<file path="src/hw/rtl/arpc_pkg.sv">
// ----------------------------------------------------------------------------
// arpc_pkg
// Types and constants shared by the ARP responder and cache block.
// ----------------------------------------------------------------------------
package arpc_pkg;

  localparam int TABLE_DEPTH = 16;
  localparam int IDX_W       = (TABLE_DEPTH > 1) ? $clog2(TABLE_DEPTH) : 1;
  localparam int CNT_W       = $clog2(TABLE_DEPTH + 1);

  localparam int IP_W        = 32;
  localparam int MAC_W       = 48;
  localparam int ARPOP_W     = 16;
  localparam int CFG_IDX_W   = 1;
  localparam int CFG_DATA_W  = 48;

  localparam logic [ARPOP_W-1:0] ARP_REQUEST = 16'h0100;
  localparam logic [ARPOP_W-1:0] ARP_REPLY   = 16'h0200;

  localparam logic [CFG_IDX_W-1:0] CFG_OWN_IP  = 1'b0;
  localparam logic [CFG_IDX_W-1:0] CFG_OWN_MAC = 1'b1;

  localparam logic [1:0] STAT_OK     = 2'd0;
  localparam logic [1:0] STAT_ABSENT = 2'd1;
  localparam logic [1:0] STAT_FULL   = 2'd2;

  typedef enum logic [1:0] {
    OP_ARP    = 2'd0,
    OP_LOOKUP = 2'd1,
    OP_LEARN  = 2'd2,
    OP_CLEAR  = 2'd3
  } op_t;

  typedef enum logic [2:0] {
    ST_IDLE,
    ST_DECODE,
    ST_SEARCH,
    ST_INSERT,
    ST_RESP
  } state_t;

  typedef struct packed {
    logic               reply_valid;
    logic [ARPOP_W-1:0] reply_operation;
    logic [MAC_W-1:0]   reply_target_mac;
    logic [IP_W-1:0]    reply_target_ip;
    logic [MAC_W-1:0]   reply_sender_mac;
    logic [IP_W-1:0]    reply_sender_ip;
    logic               hit;
    logic [MAC_W-1:0]   found_mac;
    logic [1:0]         status;
  } res_t;

endpackage

</file>
<file path="src/hw/rtl/arpc_if.sv">
// ----------------------------------------------------------------------------
// arpc_if
// Valid/ready channels of the ARP responder: request items and result items.
// ----------------------------------------------------------------------------
interface arpc_in_if;
  logic        valid;
  logic        ready;
  logic [1:0]  op;
  logic [15:0] arp_operation;
  logic [47:0] peer_mac;
  logic [31:0] peer_ip;
  logic [31:0] target_ip;

  modport source (output valid, op, arp_operation, peer_mac, peer_ip, target_ip,
                  input ready);
  modport sink   (input valid, op, arp_operation, peer_mac, peer_ip, target_ip,
                  output ready);
endinterface

interface arpc_out_if;
  logic        valid;
  logic        ready;
  logic        reply_valid;
  logic [15:0] reply_operation;
  logic [47:0] reply_target_mac;
  logic [31:0] reply_target_ip;
  logic [47:0] reply_sender_mac;
  logic [31:0] reply_sender_ip;
  logic        hit;
  logic [47:0] found_mac;
  logic [1:0]  status;

  modport source (output valid, reply_valid, reply_operation, reply_target_mac,
                  reply_target_ip, reply_sender_mac, reply_sender_ip, hit,
                  found_mac, status,
                  input ready);
  modport sink   (input valid, reply_valid, reply_operation, reply_target_mac,
                  reply_target_ip, reply_sender_mac, reply_sender_ip, hit,
                  found_mac, status,
                  output ready);
endinterface

</file>
<file path="src/hw/rtl/arp_responder_and_cache.sv">
// ----------------------------------------------------------------------------
// arp_responder_and_cache
// ARP request responder with a small IP-to-MAC cache (lookup, learn, clear).
//
// One item is handled at a time. in_ch.ready is high only while the block is
// idle; a finished result sits in the output register while the next item is
// taken. An item goes from input transfer to result valid through the
// decode state and, for a clear or an ARP packet not meant for us, straight
// on to the response state, else through search and insert as needed, plus
// any wait for the output register to drain: the search walks the entries
// one per cycle through a single comparator behind the registered read port
// of the table memory; a learn of a pair not found adds an insert state.
// The next item can be taken from the cycle after the result is loaded.
// A table full condition is reported as status 2 and nothing is stored.
// Configuration (own_ip at index 0, own_mac at index 1) is to be written by
// the user only while the block is idle; the block itself does not enforce this.
// ----------------------------------------------------------------------------
module arp_responder_and_cache
  import arpc_pkg::*;
(
  input  logic                 clk,
  input  logic                 rst_n,
  arpc_in_if.sink              in_ch,
  arpc_out_if.source           out_ch,
  input  logic                 cfg_we,
  input  logic [CFG_IDX_W-1:0] cfg_index,
  input  logic [CFG_DATA_W-1:0] cfg_data
);

  state_t             state_r, state_nxt;
  logic [CNT_W-1:0]   cnt_r, cnt_nxt;
  logic [CNT_W-1:0]   idx_r, idx_nxt;
  logic               cmp_r, cmp_nxt;
  logic               cmp_last_r, cmp_last_nxt;
  res_t               res_r, res_nxt;
  res_t               out_r, out_nxt;
  logic               out_valid_r, out_valid_nxt;

  logic [IP_W-1:0]    own_ip_r;
  logic [MAC_W-1:0]   own_mac_r;

  op_t                op_r;
  logic [ARPOP_W-1:0] arp_operation_r;
  logic [MAC_W-1:0]   peer_mac_r;
  logic [IP_W-1:0]    peer_ip_r;
  logic [IP_W-1:0]    target_ip_r;

  logic [IP_W-1:0]    entry_ip_r  [TABLE_DEPTH];
  logic [MAC_W-1:0]   entry_mac_r [TABLE_DEPTH];
  logic [IP_W-1:0]    rd_ip_r;
  logic [MAC_W-1:0]   rd_mac_r;
  logic               mem_we;

  logic               in_fire;
  logic               out_fire;

  assign in_ch.ready = (state_r == ST_IDLE);
  assign in_fire     = in_ch.valid && in_ch.ready;
  assign out_fire    = out_valid_r && out_ch.ready;

  // configuration registers
  always_ff @(posedge clk) begin
    if (!rst_n) begin
      own_ip_r  <= '0;
      own_mac_r <= '0;
    end else if (cfg_we) begin
      unique case (cfg_index)
        CFG_OWN_IP:  own_ip_r  <= cfg_data[IP_W-1:0];
        CFG_OWN_MAC: own_mac_r <= cfg_data[MAC_W-1:0];
        default: ;
      endcase
    end
  end

  // item capture
  always_ff @(posedge clk) begin
    if (in_fire) begin
      op_r            <= op_t'(in_ch.op);
      arp_operation_r <= in_ch.arp_operation;
      peer_mac_r      <= in_ch.peer_mac;
      peer_ip_r       <= in_ch.peer_ip;
      target_ip_r     <= in_ch.target_ip;
    end
  end

  // table memory: one write port at the fill count, one registered read port
  always_ff @(posedge clk) begin
    if (mem_we) begin
      entry_ip_r[cnt_r[IDX_W-1:0]]  <= peer_ip_r;
      entry_mac_r[cnt_r[IDX_W-1:0]] <= peer_mac_r;
    end
    rd_ip_r  <= entry_ip_r[idx_r[IDX_W-1:0]];
    rd_mac_r <= entry_mac_r[idx_r[IDX_W-1:0]];
  end

  always_ff @(posedge clk) begin
    if (!rst_n) begin
      state_r     <= ST_IDLE;
      cnt_r       <= '0;
      idx_r       <= '0;
      cmp_r       <= 1'b0;
      cmp_last_r  <= 1'b0;
      out_valid_r <= 1'b0;
    end else begin
      state_r     <= state_nxt;
      cnt_r       <= cnt_nxt;
      idx_r       <= idx_nxt;
      cmp_r       <= cmp_nxt;
      cmp_last_r  <= cmp_last_nxt;
      out_valid_r <= out_valid_nxt;
    end
  end

  always_ff @(posedge clk) begin
    res_r <= res_nxt;
    out_r <= out_nxt;
  end

  always_comb begin
    state_nxt     = state_r;
    cnt_nxt       = cnt_r;
    idx_nxt       = idx_r;
    cmp_nxt       = 1'b0;
    cmp_last_nxt  = 1'b0;
    res_nxt       = res_r;
    out_nxt       = out_r;
    out_valid_nxt = out_valid_r && !out_ch.ready;
    mem_we        = 1'b0;

    unique case (state_r)
      ST_IDLE: begin
        if (in_fire) begin
          res_nxt   = '0;
          idx_nxt   = '0;
          state_nxt = ST_DECODE;
        end
      end

      ST_DECODE: begin
        unique case (op_r)
          OP_ARP: begin
            if (arp_operation_r == ARP_REQUEST && target_ip_r == own_ip_r) begin
              res_nxt.reply_valid      = 1'b1;
              res_nxt.reply_operation  = ARP_REPLY;
              res_nxt.reply_target_mac = peer_mac_r;
              res_nxt.reply_target_ip  = peer_ip_r;
              res_nxt.reply_sender_mac = own_mac_r;
              res_nxt.reply_sender_ip  = own_ip_r;
              state_nxt = (cnt_r == '0) ? ST_INSERT : ST_SEARCH;
            end else begin
              state_nxt = ST_RESP;
            end
          end
          OP_LOOKUP: begin
            if (cnt_r == '0) begin
              res_nxt.status = STAT_ABSENT;
              state_nxt      = ST_RESP;
            end else begin
              state_nxt = ST_SEARCH;
            end
          end
          OP_LEARN: begin
            state_nxt = (cnt_r == '0) ? ST_INSERT : ST_SEARCH;
          end
          OP_CLEAR: begin
            cnt_nxt   = '0;
            state_nxt = ST_RESP;
          end
          default: state_nxt = ST_RESP;
        endcase
      end

      ST_SEARCH: begin
        // issue the next read while comparing the previous one
        if (idx_r < cnt_r) begin
          cmp_nxt      = 1'b1;
          cmp_last_nxt = ((idx_r + CNT_W'(1)) == cnt_r);
          idx_nxt      = idx_r + CNT_W'(1);
        end
        if (cmp_r && rd_ip_r == peer_ip_r) begin
          cmp_nxt = 1'b0;
          if (op_r == OP_LOOKUP) begin
            res_nxt.hit       = 1'b1;
            res_nxt.found_mac = rd_mac_r;
          end
          res_nxt.status = STAT_OK;
          state_nxt      = ST_RESP;
        end else if (cmp_r && cmp_last_r) begin
          cmp_nxt = 1'b0;
          if (op_r == OP_LOOKUP) begin
            res_nxt.status = STAT_ABSENT;
            state_nxt      = ST_RESP;
          end else begin
            state_nxt = ST_INSERT;
          end
        end
      end

      ST_INSERT: begin
        if (cnt_r >= CNT_W'(TABLE_DEPTH)) begin
          res_nxt.status = STAT_FULL;
        end else begin
          mem_we         = 1'b1;
          cnt_nxt        = cnt_r + CNT_W'(1);
          res_nxt.status = STAT_OK;
        end
        state_nxt = ST_RESP;
      end

      ST_RESP: begin
        // wait for the output register to be free
        if (!out_valid_r || out_ch.ready) begin
          out_nxt       = res_r;
          out_valid_nxt = 1'b1;
          state_nxt     = ST_IDLE;
        end
      end

      default: state_nxt = ST_IDLE;
    endcase
  end

  assign out_ch.valid            = out_valid_r;
  assign out_ch.reply_valid      = out_r.reply_valid;
  assign out_ch.reply_operation  = out_r.reply_operation;
  assign out_ch.reply_target_mac = out_r.reply_target_mac;
  assign out_ch.reply_target_ip  = out_r.reply_target_ip;
  assign out_ch.reply_sender_mac = out_r.reply_sender_mac;
  assign out_ch.reply_sender_ip  = out_r.reply_sender_ip;
  assign out_ch.hit              = out_r.hit;
  assign out_ch.found_mac        = out_r.found_mac;
  assign out_ch.status           = out_r.status;

  // fill count never passes the table depth
  a_cnt_bound: assert property (@(posedge clk) disable iff (!rst_n)
    cnt_r <= CNT_W'(TABLE_DEPTH))
    else $error("fill count beyond table depth");

  // fill count only steps up by one or drops to empty
  a_cnt_step: assert property (@(posedge clk) disable iff (!rst_n)
    (cnt_r != $past(cnt_r)) |->
      (cnt_r == $past(cnt_r) + CNT_W'(1)) || (cnt_r == '0))
    else $error("fill count jumped");

  // a table write never lands beyond the table depth
  a_write_room: assert property (@(posedge clk) disable iff (!rst_n)
    mem_we |-> (cnt_r < CNT_W'(TABLE_DEPTH)))
    else $error("write into full table");

  // a hit is always a clean lookup result
  a_hit_ok: assert property (@(posedge clk) disable iff (!rst_n)
    (out_ch.valid && out_ch.hit) |->
      (out_ch.status == STAT_OK) && !out_ch.reply_valid)
    else $error("hit with bad status or reply");

  // an input transfer always starts the sequencer
  a_start: assert property (@(posedge clk) disable iff (!rst_n)
    in_fire |=> (state_r == ST_DECODE))
    else $error("sequencer did not start");

endmodule
</file>
<file path="src/flat_wrapper.sv">
// flat-port wrapper written by rule: the top's interface ports become plain ports
module arp_responder_and_cache_flat import arpc_pkg::*;
  (clk, rst_n, cfg_we, cfg_index, cfg_data, in_ch_valid, in_ch_op, in_ch_arp_operation, in_ch_peer_mac, in_ch_peer_ip, in_ch_target_ip, in_ch_ready, out_ch_valid, out_ch_reply_valid, out_ch_reply_operation, out_ch_reply_target_mac, out_ch_reply_target_ip, out_ch_reply_sender_mac, out_ch_reply_sender_ip, out_ch_hit, out_ch_found_mac, out_ch_status, out_ch_ready);
  arpc_in_if in_ch_i ();
  arpc_out_if out_ch_i ();
  input  logic clk;
  input  logic rst_n;
  input  logic cfg_we;
  input  logic [CFG_IDX_W-1:0] cfg_index;
  input  logic [CFG_DATA_W-1:0] cfg_data;
  input wire logic [$bits(in_ch_i.valid)-1:0] in_ch_valid;
  input wire logic [$bits(in_ch_i.op)-1:0] in_ch_op;
  input wire logic [$bits(in_ch_i.arp_operation)-1:0] in_ch_arp_operation;
  input wire logic [$bits(in_ch_i.peer_mac)-1:0] in_ch_peer_mac;
  input wire logic [$bits(in_ch_i.peer_ip)-1:0] in_ch_peer_ip;
  input wire logic [$bits(in_ch_i.target_ip)-1:0] in_ch_target_ip;
  output wire logic [$bits(in_ch_i.ready)-1:0] in_ch_ready;
  output wire logic [$bits(out_ch_i.valid)-1:0] out_ch_valid;
  output wire logic [$bits(out_ch_i.reply_valid)-1:0] out_ch_reply_valid;
  output wire logic [$bits(out_ch_i.reply_operation)-1:0] out_ch_reply_operation;
  output wire logic [$bits(out_ch_i.reply_target_mac)-1:0] out_ch_reply_target_mac;
  output wire logic [$bits(out_ch_i.reply_target_ip)-1:0] out_ch_reply_target_ip;
  output wire logic [$bits(out_ch_i.reply_sender_mac)-1:0] out_ch_reply_sender_mac;
  output wire logic [$bits(out_ch_i.reply_sender_ip)-1:0] out_ch_reply_sender_ip;
  output wire logic [$bits(out_ch_i.hit)-1:0] out_ch_hit;
  output wire logic [$bits(out_ch_i.found_mac)-1:0] out_ch_found_mac;
  output wire logic [$bits(out_ch_i.status)-1:0] out_ch_status;
  input wire logic [$bits(out_ch_i.ready)-1:0] out_ch_ready;
  assign in_ch_i.valid = in_ch_valid;
  assign in_ch_i.op = in_ch_op;
  assign in_ch_i.arp_operation = in_ch_arp_operation;
  assign in_ch_i.peer_mac = in_ch_peer_mac;
  assign in_ch_i.peer_ip = in_ch_peer_ip;
  assign in_ch_i.target_ip = in_ch_target_ip;
  assign in_ch_ready = in_ch_i.ready;
  assign out_ch_valid = out_ch_i.valid;
  assign out_ch_reply_valid = out_ch_i.reply_valid;
  assign out_ch_reply_operation = out_ch_i.reply_operation;
  assign out_ch_reply_target_mac = out_ch_i.reply_target_mac;
  assign out_ch_reply_target_ip = out_ch_i.reply_target_ip;
  assign out_ch_reply_sender_mac = out_ch_i.reply_sender_mac;
  assign out_ch_reply_sender_ip = out_ch_i.reply_sender_ip;
  assign out_ch_hit = out_ch_i.hit;
  assign out_ch_found_mac = out_ch_i.found_mac;
  assign out_ch_status = out_ch_i.status;
  assign out_ch_i.ready = out_ch_ready;
  arp_responder_and_cache u_core (.clk(clk), .rst_n(rst_n), .in_ch(in_ch_i), .out_ch(out_ch_i), .cfg_we(cfg_we), .cfg_index(cfg_index), .cfg_data(cfg_data));
endmodule
</file>
<file path="config.mk">
export PLATFORM = sky130hd
export DESIGN_NAME = arp_responder_and_cache_flat
export DESIGN_NICKNAME = d
export VERILOG_FILES = /design/src/hw/rtl/arpc_pkg.sv /design/src/hw/rtl/arpc_if.sv /design/src/hw/rtl/arp_responder_and_cache.sv /design/src/flat_wrapper.sv
export SDC_FILE = /design/constraint.sdc
export NUM_CORES = 2
export LEC_CHECK = 0
export BUFFER_PORTS_ARGS = -buffer_cell sky130_fd_sc_hd__buf_2
export CAP_MARGIN = 5
export CORE_ASPECT_RATIO = 0.9
export CORE_MARGIN = 1.5
export CORE_UTILIZATION = 32
export DETAILED_ROUTE_END_ITERATION = 10
export GPL_ROUTABILITY_DRIVEN = 0
export SETUP_SLACK_MARGIN = 0.05
export SLEW_MARGIN = 25
export SYNTH_ARGS = -nofsm -noshare
export SYNTH_HDL_FRONTEND = slang
export SYNTH_SLANG_ARGS = --single-unit
</file>
<file path="constraint.sdc">
create_clock -name clk -period 11.5 [get_ports clk]
set_input_delay 1.725 -clock clk [delete_from_list [all_inputs] [get_ports clk]]
set_output_delay 1.725 -clock clk [all_outputs]
set_load 0.05 [all_outputs]
</file>
==> results_dict.tcl <==
set metrics [dict create \
    start_kind "flop" \
    synthTopCellsByArea "edfxtp_1 76%, mux4_2 12%, dfxtp_1 4.9%" \
    area_growth_pct 17.4 \
    finalMaxSlewViolations 0 \
    hold_viol 0 \
    grt_pass1_wl_um 247000 \
    drtIter0Drc 3633 \
    crit_path_end_kind "flop" \
    num_vias 33400 \
    cts.path.max_buffers 3 \
    antenna_found_initial 20 \
    hold_buffers 0 \
    crit_type "flop to flop" \
    fp.dieArea_mm2 0.229 \
    io_pins 414 \
    cts_setup_buffers 0 \
    p_total_mw 17.8 \
    dpl_cell_area_mm2 0.0782 \
    synth_cell_types 46 \
    initial_core_util 0.322 \
    drt_first_pass_iters 7 \
    ys_seq_area_frac 0.810 \
    synth_top_area_cell "edfxtp_1" \
    die_h_um 454 \
    routed_wl_um 175000 \
    skew_ns 0.0686 \
    period_minus_slack_ns 4.28 \
    largest_register_ffs 768 \
    grt_usage 0.150 \
    wl_per_cell_um 25.0 \
    grt_pass1_vias 33700 \
    dp_cells 6592 \
    cap_violations 0 \
    yosysMostFrequentCell "edfxtp_1" \
    htreeDepth 4 \
    viasPerCell 4.79 \
    worst_hold_slack_ns 0.372 \
    relSlewSlack 0.303 \
    pre_cts_slack_ns 6.70 \
    ant_nets 0 \
    final_cell_count_no_fill 6977 \
    status "finished clean" \
    worstPathMaxFanout 49 \
    ys_async_sr_fraction 0 \
    nNetsFinal 3984 \
    worst_ep_arrival_time_ns 4.70 \
    cts_resized 0 \
    drive_gt1_frac 0.305 \
    synth_ff_type "edfxtp_1" \
    yosysWarnings 0 \
    cts-buffers-inserted 200 \
    fin_area_mm2 0.0849 \
    fp.dieW_um 504 \
    synth-seq-cells 2010 \
    setup_viol 0 \
    synth_enable_flop_cells 1834 \
    clock-sinks 2010 \
    max_freq_mhz 234 \
    overflow 0 \
    drc 0 \
    worstPathRequired_ns 11.92 \
    max-vdd-ir-drop_mv 0.216 \
    clk_pin_slew_worst_paths_ns 0.06 \
    syn-cell-area_mm2 0.0723 \
    synth_top_area_share 0.762 \
    power_density_mw_per_mm2 210 \
    rows 165 \
    finalCritPeriodShare 0.372 \
    fin_util 0.378 \
    dp_hpwl_um 91900 \
    synth.avg_cell_area_um2 22.1 \
    leakage_nw 27.1 \
    cts_root_buffer "clkbuf_16" \
    ys_top_cells_by_count "1834 x edfxtp_1, 400 x mux4_2, 178 x nand2_1, 176 x dfxtp_1, 163 x and2_1" \
    finalWorstSetupSlack_ns 7.22 \
    syn_inst 3275 \
    hold_class "flop to flop" \
    io_buffers 398 \
    grt_max_degree 138 \
    worst_pin_slew_ns 1.05 \
    setup_tns_ns 0 \
    rsz0062_at_grt "no" \
    cts_tree "built" \
    clk_latency_ns 0.85 \
    coreArea_mm2 0.225 \
]
==> critical path, cell delays in order, from the launching register on <==
cell      delay, ns
edfxtp_1       0.67
xnor2_1        0.49
nand4_1        0.25
nor3_1         0.48
nand3_1        0.47
or3_1          0.54
a21oi_4        0.15
buf_4          0.71
==> worst paths after layout <==
| path | startpoint | endpoint | slack, ns | depth (start not counted) |
|---|---|---|---|---|
| worst max-delay path | u_core.peer_ip_r[14]$_DFFE_PP_ | u_core.res_r[38]$_SDFFCE_PN0P_ | 7.22 | 7 |
| worst min-delay path | u_core.res_r[110]$_SDFFCE_PN0P_ | u_core.out_ch.reply_sender_mac[27]$_DFFE_PP_ | 0.37 | 0 |
| worst min register to register | u_core.res_r[110]$_SDFFCE_PN0P_ | u_core.out_ch.reply_sender_mac[27]$_DFFE_PP_ | 0.37 | 0 |
| worst max register to register | u_core.peer_ip_r[14]$_DFFE_PP_ | u_core.res_r[38]$_SDFFCE_PN0P_ | 7.22 | 7 |
==> layer usage <==
layer  track usage  wire length [um]  vias up
met1         0.208             75600    17700
met3        0.0304             11600      278
met4        0.0422              3700       16
met2         0.241             83500     1163
li1              -                 -    14300
met5             0               106        -
==> report_power, final <==
part	leakage, nW	internal [mW]	switching, mW
Combinational	5.64	0.295	1.16
Clock	3.23	3.66	2.88
Sequential	18.3	9.23	0.566
Total	27.1	13.2	4.61
==> kinds of logic (layout without fill, tap and decap cells) <==
group / Yosys count / count (layout) / synth area share
flops: 2010 / 2010 / 0.810
simple gates: 487 / 487 / 0.0352
fa+ha+maj: 10 / 10 / 0.00173
compound gates: 117 / 117 / 0.00872
mux: 400 / 400 / 0.125
other cells: 1 / 21 / 0.0000519
buf+inv: 177 / 853 / 0.0106
xor+xnor: 73 / 73 / 0.00884
==> placed cells by master (no fill, tap or decap), types with 12 or more instances in the layout <==
cell,count
xnor2_1,40
inv_6,13
nor2_1,18
clkinv_1,27
clkbuf_16,201
nand4_1,14
dfxtp_1,171
bufinv_16,12
and2_1,163
buf_4,54
clkbuf_8,19
and3_1,49
conb_1,15
nand2_1,178
nor2_4,14
xor2_1,33
mux4_2,400
a21oi_1,92
edfxtp_1,1834
buf_2,398
clkinv_2,35
clkbuf_1,42
==> layout make-up <==
cell class	instances	area, um^2
clock buffers	262	5450
multi-input cells	1102	13200
diodes	6	15.0
flip-flops and latches	2010	58600
well taps	3006	3760
inverters	12	50.0
clock inverters	115	1190
fillers	20300	140000
repair buffers	464	2620
Note: power is estimated with default switching activity, not from simulation.
